$ cat config.mk
export PLATFORM = sky130hd
export DESIGN_NAME = flv_tag_demux_core
export DESIGN_NICKNAME = d
export VERILOG_FILES = /design/src/rtl/flvd_pkg.sv /design/src/rtl/flv_tag_demux_core.sv /design/src/rtl/flvd_parser.sv /design/src/rtl/flvd_scale.sv
export VERILOG_INCLUDE_DIRS = /design/src /design/src/rtl
export SDC_FILE = /design/constraint.sdc
export NUM_CORES = 2
export LEC_CHECK = 0
export BUFFER_PORTS_ARGS = -buffer_cell sky130_fd_sc_hd__buf_4
export CORE_ASPECT_RATIO = 1.1
export CORE_MARGIN = 1.5
export CORE_UTILIZATION = 35
export CTS_BUF_LIST = sky130_fd_sc_hd__clkbuf_16
export CTS_CLUSTER_DIAMETER = 200
export CTS_CLUSTER_SIZE = 14
export DETAILED_ROUTE_END_ITERATION = 7
export SLEW_MARGIN = 20
export SYNTH_ARGS = -nofsm -noshare
export SYNTH_HDL_FRONTEND = slang
export SYNTH_SLANG_ARGS = --single-unit
export TNS_END_PERCENT = 1
$ cat constraint.sdc
create_clock -name clk -period 11.9 [get_ports clk]
set_input_delay 1.785 -clock clk [delete_from_list [all_inputs] [get_ports clk]]
set_output_delay 1.785 -clock clk [all_outputs]
set_load 0.02 [all_outputs]
$ cat src/rtl/flv_tag_demux_core_assert.svh
// ----------------------------------------------------------------------------
// FLV tag demux assertion macros
// Concurrent check wrappers; compiled out when SYNTH is defined.
// ----------------------------------------------------------------------------
`ifndef FLV_TAG_DEMUX_CORE_ASSERT_SVH
`define FLV_TAG_DEMUX_CORE_ASSERT_SVH

`ifndef SYNTH
// cons must hold in the cycle after ante
`define FLVD_ASSERT_NEXT(lbl, clk, rst, ante, cons, msg) \
  lbl: assert property (@(posedge clk) disable iff (rst) (ante) |=> (cons)) else $error(msg);
// cons must hold in the same cycle as ante
`define FLVD_ASSERT_SAME(lbl, clk, rst, ante, cons, msg) \
  lbl: assert property (@(posedge clk) disable iff (rst) (ante) |-> (cons)) else $error(msg);
// expr must never be true
`define FLVD_ASSERT_NEVER(lbl, clk, rst, expr, msg) \
  lbl: assert property (@(posedge clk) disable iff (rst) !(expr)) else $error(msg);
`else
`define FLVD_ASSERT_NEXT(lbl, clk, rst, ante, cons, msg)
`define FLVD_ASSERT_SAME(lbl, clk, rst, ante, cons, msg)
`define FLVD_ASSERT_NEVER(lbl, clk, rst, expr, msg)
`endif

`endif

$ cat src/rtl/flvd_pkg.sv
// ----------------------------------------------------------------------------
// flvd_pkg
// Shared types and constants of the FLV tag demux.
// ----------------------------------------------------------------------------
`default_nettype none

package flvd_pkg;

  localparam int PAYLOAD_OFFSET_W = 40;
  localparam int TS_MS_W          = 34;
  localparam int TS_US_W          = 43;
  localparam int US_PER_MS        = 1000;

  typedef enum logic [1:0] {
    KIND_MEDIA  = 2'd0,
    KIND_CONFIG = 2'd1,
    KIND_HEADER = 2'd2,
    KIND_SHORT  = 2'd3
  } kind_t;

  typedef struct packed {
    kind_t                       kind;
    logic                        track;
    logic [PAYLOAD_OFFSET_W-1:0] payload_offset;
    logic [23:0]                 payload_size;
    logic signed [TS_MS_W-1:0]   ts_ms;
    logic [3:0]                  codec_id;
    logic [3:0]                  frame_type;
    logic [7:0]                  packet_type;
    logic [7:0]                  version;
    logic                        has_audio;
    logic                        has_video;
  } rec_t;

endpackage

`default_nettype wire

$ cat src/rtl/flv_tag_demux_core.sv
// ----------------------------------------------------------------------------
// flv_tag_demux_core
// FLV container demultiplexer: byte stream in, tag records out.
// ----------------------------------------------------------------------------
// Accepts one FLV file byte per clock and never stalls on its own; every
// byte passes combinationally through the parser state into a record
// register, and records reach the output through that register and then
// the register after the ms-to-us multiplier.
// in_ready drops only when both record stages hold requests that out_ready
// has not taken. Assert file_start on byte 0 of each file.
`default_nettype none

module flv_tag_demux_core import flvd_pkg::*; #(
  parameter int OFFSET_BITS = 40
) (
  input  logic                        clk,
  input  logic                        rst,
  input  logic                        in_valid,
  output logic                        in_ready,
  input  logic [7:0]                  file_byte,
  input  logic                        file_start,
  output logic                        out_valid,
  input  logic                        out_ready,
  output logic [1:0]                  record_kind,
  output logic                        track,
  output logic [PAYLOAD_OFFSET_W-1:0] payload_offset,
  output logic [23:0]                 payload_size,
  output logic signed [TS_US_W-1:0]   timestamp_us,
  output logic [3:0]                  codec_id,
  output logic [3:0]                  frame_type,
  output logic [7:0]                  packet_type,
  output logic [7:0]                  version,
  output logic                        has_audio,
  output logic                        has_video
);

  logic rec_valid;
  logic rec_ready;
  rec_t rec;

  flvd_parser #(
    .OFFSET_BITS(OFFSET_BITS)
  ) u_parser (
    .clk       (clk),
    .rst       (rst),
    .in_valid  (in_valid),
    .in_ready  (in_ready),
    .file_byte (file_byte),
    .file_start(file_start),
    .rec_valid (rec_valid),
    .rec       (rec),
    .rec_ready (rec_ready)
  );

  flvd_scale u_scale (
    .clk           (clk),
    .rst           (rst),
    .rec_valid     (rec_valid),
    .rec           (rec),
    .rec_ready     (rec_ready),
    .out_valid     (out_valid),
    .out_ready     (out_ready),
    .record_kind   (record_kind),
    .track         (track),
    .payload_offset(payload_offset),
    .payload_size  (payload_size),
    .timestamp_us  (timestamp_us),
    .codec_id      (codec_id),
    .frame_type    (frame_type),
    .packet_type   (packet_type),
    .version       (version),
    .has_audio     (has_audio),
    .has_video     (has_video)
  );

endmodule

`default_nettype wire

$ cat src/rtl/flvd_parser.sv
// ----------------------------------------------------------------------------
// flvd_parser
// Byte-wise FLV parser; registers the header and announced A/V tags.
// ----------------------------------------------------------------------------
`default_nettype none
`include "flv_tag_demux_core_assert.svh"

module flvd_parser import flvd_pkg::*; #(
  parameter int OFFSET_BITS = 40
) (
  input  logic       clk,
  input  logic       rst,
  input  logic       in_valid,
  output logic       in_ready,
  input  logic [7:0] file_byte,
  input  logic       file_start,
  output logic       rec_valid,
  output rec_t       rec,
  input  logic       rec_ready
);

  localparam logic [7:0] TAG_AUDIO = 8'h08;
  localparam logic [7:0] TAG_VIDEO = 8'h09;
  localparam logic [3:0] CODEC_AAC = 4'd10;
  localparam logic [3:0] CODEC_AVC = 4'd7;
  localparam int WideW = (OFFSET_BITS > PAYLOAD_OFFSET_W) ? OFFSET_BITS : PAYLOAD_OFFSET_W;

  typedef enum logic [3:0] {
    PH_HEADER = 4'b0001,
    PH_PREV   = 4'b0010,
    PH_TAGHDR = 4'b0100,
    PH_DATA   = 4'b1000
  } phase_t;

  phase_t                 phase, e_phase, phase_next;
  logic [23:0]            cnt, e_cnt, cnt_next;
  logic [7:0]             tag_kind, e_tag_kind, tag_kind_next;
  logic [23:0]            size, e_size, size_next;
  logic [31:0]            time_ms, e_time_ms, time_ms_next;
  logic [7:0]             first, e_first, first_next;
  logic [7:0]             second, e_second, second_next;
  logic [23:0]            cto, e_cto, cto_next;
  logic                   audio_present, e_audio_present, audio_present_next;
  logic                   video_present, e_video_present, video_present_next;
  logic                   audio_is_aac, e_audio_is_aac, audio_is_aac_next;
  logic                   video_is_avc, e_video_is_avc, video_is_avc_next;
  logic [OFFSET_BITS-1:0] pos, pos_next;
  logic [OFFSET_BITS-1:0] data_start, e_data_start, data_start_next;

  logic                   acc;
  logic                   hdr_fire;
  logic                   fin;
  logic [OFFSET_BITS-1:0] start_pos;

  logic                   is_a, is_v, coded, add_cto, fire;
  logic [2:0]             need, skip;
  logic [OFFSET_BITS-1:0] off_pos;
  logic [WideW-1:0]       off_wide;
  rec_t                   rec_next;

  assign acc = in_valid && in_ready;
  assign in_ready = !rec_valid || rec_ready;

  // file_start restarts from the reset state before this byte is parsed
  always_comb begin
    if (file_start) begin
      e_phase         = PH_HEADER;
      e_cnt           = '0;
      e_tag_kind      = '0;
      e_size          = '0;
      e_time_ms       = '0;
      e_first         = '0;
      e_second        = '0;
      e_cto           = '0;
      e_audio_present = 1'b0;
      e_video_present = 1'b0;
      e_audio_is_aac  = 1'b0;
      e_video_is_avc  = 1'b0;
      e_data_start    = '0;
      pos_next        = OFFSET_BITS'(1);
    end else begin
      e_phase         = phase;
      e_cnt           = cnt;
      e_tag_kind      = tag_kind;
      e_size          = size;
      e_time_ms       = time_ms;
      e_first         = first;
      e_second        = second;
      e_cto           = cto;
      e_audio_present = audio_present;
      e_video_present = video_present;
      e_audio_is_aac  = audio_is_aac;
      e_video_is_avc  = video_is_avc;
      e_data_start    = data_start;
      pos_next        = pos + OFFSET_BITS'(1);
    end
  end

  always_comb begin
    phase_next         = e_phase;
    cnt_next           = e_cnt;
    tag_kind_next      = e_tag_kind;
    size_next          = e_size;
    time_ms_next       = e_time_ms;
    first_next         = e_first;
    second_next        = e_second;
    cto_next           = e_cto;
    audio_present_next = e_audio_present;
    video_present_next = e_video_present;
    audio_is_aac_next  = e_audio_is_aac;
    video_is_avc_next  = e_video_is_avc;
    data_start_next    = e_data_start;
    hdr_fire           = 1'b0;
    fin                = 1'b0;
    start_pos          = e_data_start;
    unique case (e_phase)
      PH_HEADER: begin
        if (e_cnt == 24'd3) tag_kind_next = file_byte;
        if (e_cnt == 24'd4) begin
          audio_present_next = file_byte[2];
          video_present_next = file_byte[0];
        end
        if (e_cnt >= 24'd8) begin
          hdr_fire      = 1'b1;
          tag_kind_next = '0;
          phase_next    = PH_PREV;
          cnt_next      = '0;
        end else begin
          cnt_next = e_cnt + 24'd1;
        end
      end
      PH_PREV: begin
        if (e_cnt >= 24'd3) begin
          phase_next = PH_TAGHDR;
          cnt_next   = '0;
        end else begin
          cnt_next = e_cnt + 24'd1;
        end
      end
      PH_TAGHDR: begin
        if (e_cnt == 24'd0) begin
          tag_kind_next = file_byte;
          size_next     = '0;
          time_ms_next  = '0;
          first_next    = '0;
          second_next   = '0;
          cto_next      = '0;
          if (file_byte == TAG_AUDIO) audio_is_aac_next = 1'b0;
          if (file_byte == TAG_VIDEO) video_is_avc_next = 1'b0;
        end else if (e_cnt <= 24'd3) begin
          size_next = {e_size[15:0], file_byte};
        end else if (e_cnt <= 24'd6) begin
          time_ms_next = {8'h00, e_time_ms[15:0], file_byte};
        end else if (e_cnt == 24'd7) begin
          time_ms_next = {e_time_ms[31:24] | file_byte, e_time_ms[23:0]};
        end
        if (e_cnt >= 24'd10) begin
          cnt_next        = '0;
          data_start_next = pos_next;
          if (e_size == 24'd0) begin
            fin        = 1'b1;
            start_pos  = pos_next;
            phase_next = PH_PREV;
          end else begin
            phase_next = PH_DATA;
          end
        end else begin
          cnt_next = e_cnt + 24'd1;
        end
      end
      PH_DATA: begin
        if (e_cnt == 24'd0) begin
          first_next = file_byte;
          if (e_tag_kind == TAG_AUDIO) audio_is_aac_next = (file_byte[7:4] == CODEC_AAC);
          if (e_tag_kind == TAG_VIDEO) video_is_avc_next = (file_byte[3:0] == CODEC_AVC);
        end else if (e_cnt == 24'd1) begin
          second_next = file_byte;
        end else if (e_cnt == 24'd2) begin
          cto_next[23:16] = file_byte;
        end else if (e_cnt == 24'd3) begin
          cto_next[15:8] = file_byte;
        end else if (e_cnt == 24'd4) begin
          cto_next[7:0] = file_byte;
        end
        if (({1'b0, e_cnt} + 25'd1) >= {1'b0, e_size}) begin
          fin        = 1'b1;
          phase_next = PH_PREV;
          cnt_next   = '0;
        end else begin
          cnt_next = e_cnt + 24'd1;
        end
      end
      default: begin
        phase_next = PH_TAGHDR;
        cnt_next   = '0;
      end
    endcase
  end

  // record build
  always_comb begin
    is_a    = (tag_kind_next == TAG_AUDIO) && audio_present_next;
    is_v    = (tag_kind_next == TAG_VIDEO) && video_present_next;
    coded   = is_v ? video_is_avc_next : audio_is_aac_next;
    need    = coded ? (is_v ? 3'd5 : 3'd2) : 3'd1;
    add_cto = 1'b0;
    rec_next = '0;
    if (hdr_fire) begin
      rec_next.kind      = KIND_HEADER;
      rec_next.version   = e_tag_kind;
      rec_next.has_audio = e_audio_present;
      rec_next.has_video = e_video_present;
      skip               = 3'd0;
    end else begin
      rec_next.track      = !is_a;
      rec_next.codec_id   = is_v ? first_next[3:0] : first_next[7:4];
      rec_next.frame_type = is_v ? first_next[7:4] : 4'd0;
      if (size_next < {21'd0, need}) begin
        rec_next.kind = KIND_SHORT;
        skip          = 3'd0;
      end else if (coded) begin
        rec_next.packet_type = second_next;
        rec_next.kind        = (second_next == 8'd0) ? KIND_CONFIG : KIND_MEDIA;
        skip                 = need;
        add_cto              = is_v && (second_next == 8'd1);
      end else begin
        rec_next.kind = KIND_MEDIA;
        skip          = 3'd1;
      end
    end
    off_pos  = start_pos + OFFSET_BITS'(skip);
    off_wide = WideW'(off_pos);
    if (!hdr_fire) begin
      rec_next.payload_offset = off_wide[PAYLOAD_OFFSET_W-1:0];
      rec_next.payload_size   = size_next - {21'd0, skip};
      rec_next.ts_ms          = {2'b00, time_ms_next}
                                + (add_cto ? {{10{cto_next[23]}}, cto_next} : {TS_MS_W{1'b0}});
    end
    fire = hdr_fire || (fin && (is_a || is_v));
  end

  always_ff @(posedge clk) begin
    if (rst) begin
      phase         <= PH_HEADER;
      cnt           <= '0;
      tag_kind      <= '0;
      size          <= '0;
      time_ms       <= '0;
      first         <= '0;
      second        <= '0;
      cto           <= '0;
      audio_present <= 1'b0;
      video_present <= 1'b0;
      audio_is_aac  <= 1'b0;
      video_is_avc  <= 1'b0;
      pos           <= '0;
      data_start    <= '0;
      rec_valid     <= 1'b0;
    end else begin
      if (acc) begin
        phase         <= phase_next;
        cnt           <= cnt_next;
        tag_kind      <= tag_kind_next;
        size          <= size_next;
        time_ms       <= time_ms_next;
        first         <= first_next;
        second        <= second_next;
        cto           <= cto_next;
        audio_present <= audio_present_next;
        video_present <= video_present_next;
        audio_is_aac  <= audio_is_aac_next;
        video_is_avc  <= video_is_avc_next;
        pos           <= pos_next;
        data_start    <= data_start_next;
      end
      if (in_ready) rec_valid <= acc && fire;
    end
  end

  always_ff @(posedge clk) begin
    if (in_ready) rec <= rec_next;
  end

  `FLVD_ASSERT_NEVER(a_hdr_cnt_range, clk, rst, (phase == PH_HEADER) && (cnt > 24'd8), "header count out of range")
  `FLVD_ASSERT_NEXT(a_prev_to_taghdr, clk, rst, acc && !file_start && (phase == PH_PREV) && (cnt == 24'd3), (phase == PH_TAGHDR) && (cnt == 24'd0), "prev-size skip did not end")
  `FLVD_ASSERT_NEXT(a_restart, clk, rst, acc && file_start, (phase == PH_HEADER) && (cnt == 24'd1) && (pos == OFFSET_BITS'(1)), "file restart not taken")

endmodule

`default_nettype wire

$ cat src/rtl/flvd_scale.sv
// ----------------------------------------------------------------------------
// flvd_scale
// Output register stage; converts millisecond time to microseconds.
// ----------------------------------------------------------------------------
`default_nettype none
`include "flv_tag_demux_core_assert.svh"

module flvd_scale import flvd_pkg::*; (
  input  logic                        clk,
  input  logic                        rst,
  input  logic                        rec_valid,
  input  rec_t                        rec,
  output logic                        rec_ready,
  output logic                        out_valid,
  input  logic                        out_ready,
  output logic [1:0]                  record_kind,
  output logic                        track,
  output logic [PAYLOAD_OFFSET_W-1:0] payload_offset,
  output logic [23:0]                 payload_size,
  output logic signed [TS_US_W-1:0]   timestamp_us,
  output logic [3:0]                  codec_id,
  output logic [3:0]                  frame_type,
  output logic [7:0]                  packet_type,
  output logic [7:0]                  version,
  output logic                        has_audio,
  output logic                        has_video
);

  localparam int ProdW = TS_US_W + 1;

  logic [ProdW-1:0] prod;

  assign rec_ready = !out_valid || out_ready;
  assign prod = {{(ProdW-TS_MS_W){rec.ts_ms[TS_MS_W-1]}}, rec.ts_ms} * ProdW'(US_PER_MS);

  always_ff @(posedge clk) begin
    if (rst) begin
      out_valid <= 1'b0;
    end else if (rec_ready) begin
      out_valid <= rec_valid;
    end
  end

  always_ff @(posedge clk) begin
    if (rec_ready) begin
      record_kind    <= rec.kind;
      track          <= rec.track;
      payload_offset <= rec.payload_offset;
      payload_size   <= rec.payload_size;
      timestamp_us   <= prod[TS_US_W-1:0];
      codec_id       <= rec.codec_id;
      frame_type     <= rec.frame_type;
      packet_type    <= rec.packet_type;
      version        <= rec.version;
      has_audio      <= rec.has_audio;
      has_video      <= rec.has_video;
    end
  end

  `FLVD_ASSERT_NEXT(a_load, clk, rst, rec_valid && rec_ready, out_valid, "request lost at output stage")
  `FLVD_ASSERT_NEXT(a_bubble, clk, rst, !rec_valid && rec_ready, !out_valid, "request invented at output stage")
  `FLVD_ASSERT_NEXT(a_hdr_zero_ts, clk, rst, rec_valid && rec_ready && (rec.kind == KIND_HEADER), (timestamp_us == '0) && (record_kind == KIND_HEADER), "header record not clean")

endmodule

`default_nettype wire

==> results by group <==
Run status
  • Outcome: complete, no violations

STA
  • Maximum frequency from static timing analysis: 97.7 MHz
  • Max-Slew Margin vs Limit: 30.1%
  • Final critical delay including setup and external delays: 10.23 ns
  • Fin crit share: 86.0%
  • Unrepaired setup endpoints after global routing: false
  • Slew @ Worst Pin: 1.04 ns
  • Skew final: 0.0458 ns
  • Hold violation count in the final report: 0
  • Final-layout setup total negative slack: 0 ns
  • Worst Hold Slack: 0.420 ns
  • Count of final setup violators: 0
  • Number of max-slew violations in the final report: 0

Synthesis
  • Synth warn: 0
  • Seq/Total Area, Yosys: 40.8%
  • List of most frequent post-synthesis cells: sky130_fd_sc_hd__nor2_1, sky130_fd_sc_hd__nand2_1, sky130_fd_sc_hd__edfxtp_1
  • Adder-cell share of the synthesized area: 15.1%
  • Summed instance area of the synthesized netlist: 0.0299 sq mm
  • Leading area contributor after synthesis: sky130_fd_sc_hd__edfxtp_1
  • Post-synthesis cell type count: 91
  • Xor/xnor share of the synthesized area: 4.63%
  • Top flip-flop cell by instance count after synthesis: sky130_fd_sc_hd__edfxtp_1
  • Most common cell in the synthesized netlist: sky130_fd_sc_hd__nor2_1
  • Count of state elements after synthesis: 478
  • Gate count of the mapped netlist: 3124
  • Post-Synth Simple-Gate Area: 19.2%
  • Compound-Gate Fraction of Synth Area: 16.4%
  • Area share of the leading cell type in the synthesized netlist: 26.1%
  • Avg Inst Size Synth: 9.56 sq um
  • Post-synthesis mux area share: 0.528%
  • Combinational family with the most area after synthesis: simple AND/OR/NAND/NOR gates
  • EDFF count, synth: 260
  • Leading cell types by total area after synthesis: sky130_fd_sc_hd__edfxtp_1, sky130_fd_sc_hd__dfxtp_1, sky130_fd_sc_hd__fa_1
  • Share of synthesized flip-flops with an asynchronous set or reset: 0%

Worst setup path
  • Endpoint of the worst-slack reg-to-reg timing path: u_parser.rec[58]$_SDFFCE_PP0N_
  • Launching element type of the critical path: input pin
  • Arrival time worst endpoint: 10.54 ns
  • Worst reg-to-reg setup slack: 3.20 ns
  • Crit path max-delay cell type: sky130_fd_sc_hd__nor4_1
  • Required time at the endpoint of the critical path: 12.20 ns
  • Critical Path Fanout Max: 46
  • Worst path max stage delay: 0.71 ns
  • Type of element capturing the critical path: register
  • Startpoint of the worst register-to-register path: u_parser.cnt[0]$_SDFFE_PP0P_
  • Count of cells along the worst register-to-register path: 30
  • Kind of critical path: in -> reg

Detailed routing
  • Wire length reported by the detailed router: 81900 microns
  • Post-detailed-route wirelength per cell: 18.9 microns
  • Drt first-iter violations: 1918
  • Number of nets still failing antenna checks after routing: 0
  • Via count: 23718
  • Detailed-routing iteration count for the pre-antenna-repair pass: 5
  • Post-route DRC violation count: 0
  • Via count normalized by instance count: 5.48

Finish
  • Summed area of non-filler cells in the final layout: 0.0332 sq mm
  • Final core area utilization: 39.2%
  • Number of nets in the layout: 3455
  • Count of inserted antenna diode cells: 0
  • Fraction of layout cells with a size suffix above 1: 8.68%
  • Layout-stage area growth over the synthesis result: 11.0%
  • # fillers: 8474

Clock network
  • CTS HTree Levels: 2
  • Resized Gates After CTS: 0
  • Maximum buffer depth of the clock tree: 3
  • Hold-fix buffer count after cts: 0
  • Total CTS buffers: 40
  • Number of setup buffers added after CTS: 0
  • CTS tree: built
  • Insertion delay of the later-clocked pin in the worst-skew pair: 0.62 ns
  • CTS root buf: sky130_fd_sc_hd__clkbuf_16
  • Clock Sink Count: 478
  • Clock transition at path regs: 0.07 ns

Floorplan
  • Initial Utilization: 35.3%
  • I/O pins: 151
  • Die footprint: 0.0871 sq mm
  • Die W: 282 microns
  • Core footprint: 0.0846 sq mm
  • Placement Rows: 112
  • Vertical die dimension: 309 microns

Place
  • Cell Area, Placed: 0.0320 sq mm
  • Port bufs: 147
  • Placer's final routability congestion estimate: 0.899
  • Detailed placer's ending HPWL: 56400 microns

GRT
  • Via count of the first global-routing pass: 22577
  • GRT overflow: 0
  • Antenna violations before repair: 0
  • GRT Resource Usage Total: 18.5%
  • Wire length of the first global-routing pass: 128000 microns
  • Maximum number of pins on one net before global-route repair: 102

Pwr
  • Total power of the final layout: 3520 uW
  • Leakage power total: 0.0138 uW
  • Maximum VDD drop: 0.0922 mV
  • Power per standard cell area: 106 mW/mm^2

Worst hold path
  • Hold path endpoint: u_scale.payload_size[1]$_DFFE_PP_
  • Hold-critical path depth: 0
  • Kind of path behind the tightest hold check: reg -> reg
  • Critical hold path startpoint: u_parser.rec[61]$_SDFFCE_PP0N_

Job
  • Max-Cap Viols: 0
routing by layer:
metal	GRT usage, %	vias up	share of wire (%)
li1	-	11386	-
met1	24.0	11508	43
met2	31.6	677	49
met3	2.20	147	4.9
met4	6.34	0	3.3
met5	0	-	0
worst max-delay path by stage:
stage               startpoint                             end  slack [ns]
floorplan           file_start  u_parser.rec[58]$_SDFFCE_PP0N_        2.13
global placement    file_start  u_parser.rec[57]$_SDFFCE_PP0N_        1.53
detailed placement  file_start  u_parser.rec[57]$_SDFFCE_PP0N_        1.27
CTS                 file_start  u_parser.rec[57]$_SDFFCE_PP0N_        1.87
global route        file_start  u_parser.rec[58]$_SDFFCE_PP0N_        1.02
finish              file_start  u_parser.rec[58]$_SDFFCE_PP0N_        1.67
cell type report:
| class | count | area [sq um] | share of cell area, % |
|---|---|---|---|
| multi-input combinational | 2390 | 16700 | 50.5 |
| sequential | 478 | 12200 | 36.7 |
| tap | 1140 | 1430 | 4.30 |
| timing repair buffer | 181 | 1360 | 4.11 |
| clock buffer | 40 | 1000 | 3.02 |
| inverter | 69 | 264 | 0.796 |
| clock inverter | 34 | 195 | 0.589 |
cells by family (layout without fill, tap and decap cells):
kind of cell / Yosys count / in the layout
simple gates: 1198 / 1198
compound gates: 734 / 734
buf+inv: 258 / 324
flops: 478 / 478
other cells: 1 / 3
mux: 15 / 15
fa+ha+maj: 282 / 282
xor+xnor: 158 / 158
flip-flops by register name, summed over array words and instances (netlist names), 2 cells and up:
| name | flops |
|---|---|
| u_parser.cnt | 24 |
| u_parser.cto | 24 |
| u_parser.data_start | 40 |
| u_parser.first | 8 |
| u_parser.phase | 4 |
| u_parser.pos | 40 |
| u_parser.rec | 127 |
| u_parser.second | 8 |
| u_parser.size | 24 |
| u_parser.tag_kind | 8 |
| u_parser.time_ms | 32 |
| u_scale.codec_id | 4 |
| u_scale.frame_type | 4 |
| u_scale.packet_type | 8 |
| u_scale.payload_offset | 40 |
| u_scale.payload_size | 24 |
| u_scale.record_kind | 2 |
| u_scale.timestamp_us | 40 |
| u_scale.version | 8 |
stage by stage:
| stage | instances | worst slack (ns) |
|---|---|---|
| after CTS | 4332 | 1.87 |
| after global placement | 4258 | 1.53 |
| after global routing | 4332 | 1.02 |
| after detailed placement | 4258 | 1.27 |
| after floorplan | 3126 | 2.13 |
| final | 4332 | 1.67 |
where the power goes:
group | switching (uW) | internal [uW] | total, uW
clock network | 649 | 621 | 1270
registers | 36.6 | 1810 | 1850
logic | 256 | 143 | 399
critical path: cells and delay by family:
| kind | cells | cell delay (ns) |
|---|---|---|
| adder cells (fa/ha/maj) | 3 | 1.00 |
| buffers and inverters | 5 | 1.42 |
| AO/OA/AOI/OAI | 12 | 3.15 |
| XOR/XNOR | 1 | 0.15 |
| AND/OR/NAND/NOR | 11 | 2.98 |
layout by cell type, fill, tap and decap left out, drive strengths merged, types with 74 or more instances in the layout:
master and count:
nand3 105, nand2 296, a21oi 219, ha 151, nor2 413, edfxtp 260, xnor2 92, fa 131
dfxtp 218, nor3 74, a22oi 97, o21ai 92, buf 181, inv 98
(Power assumes the default switching activity.)
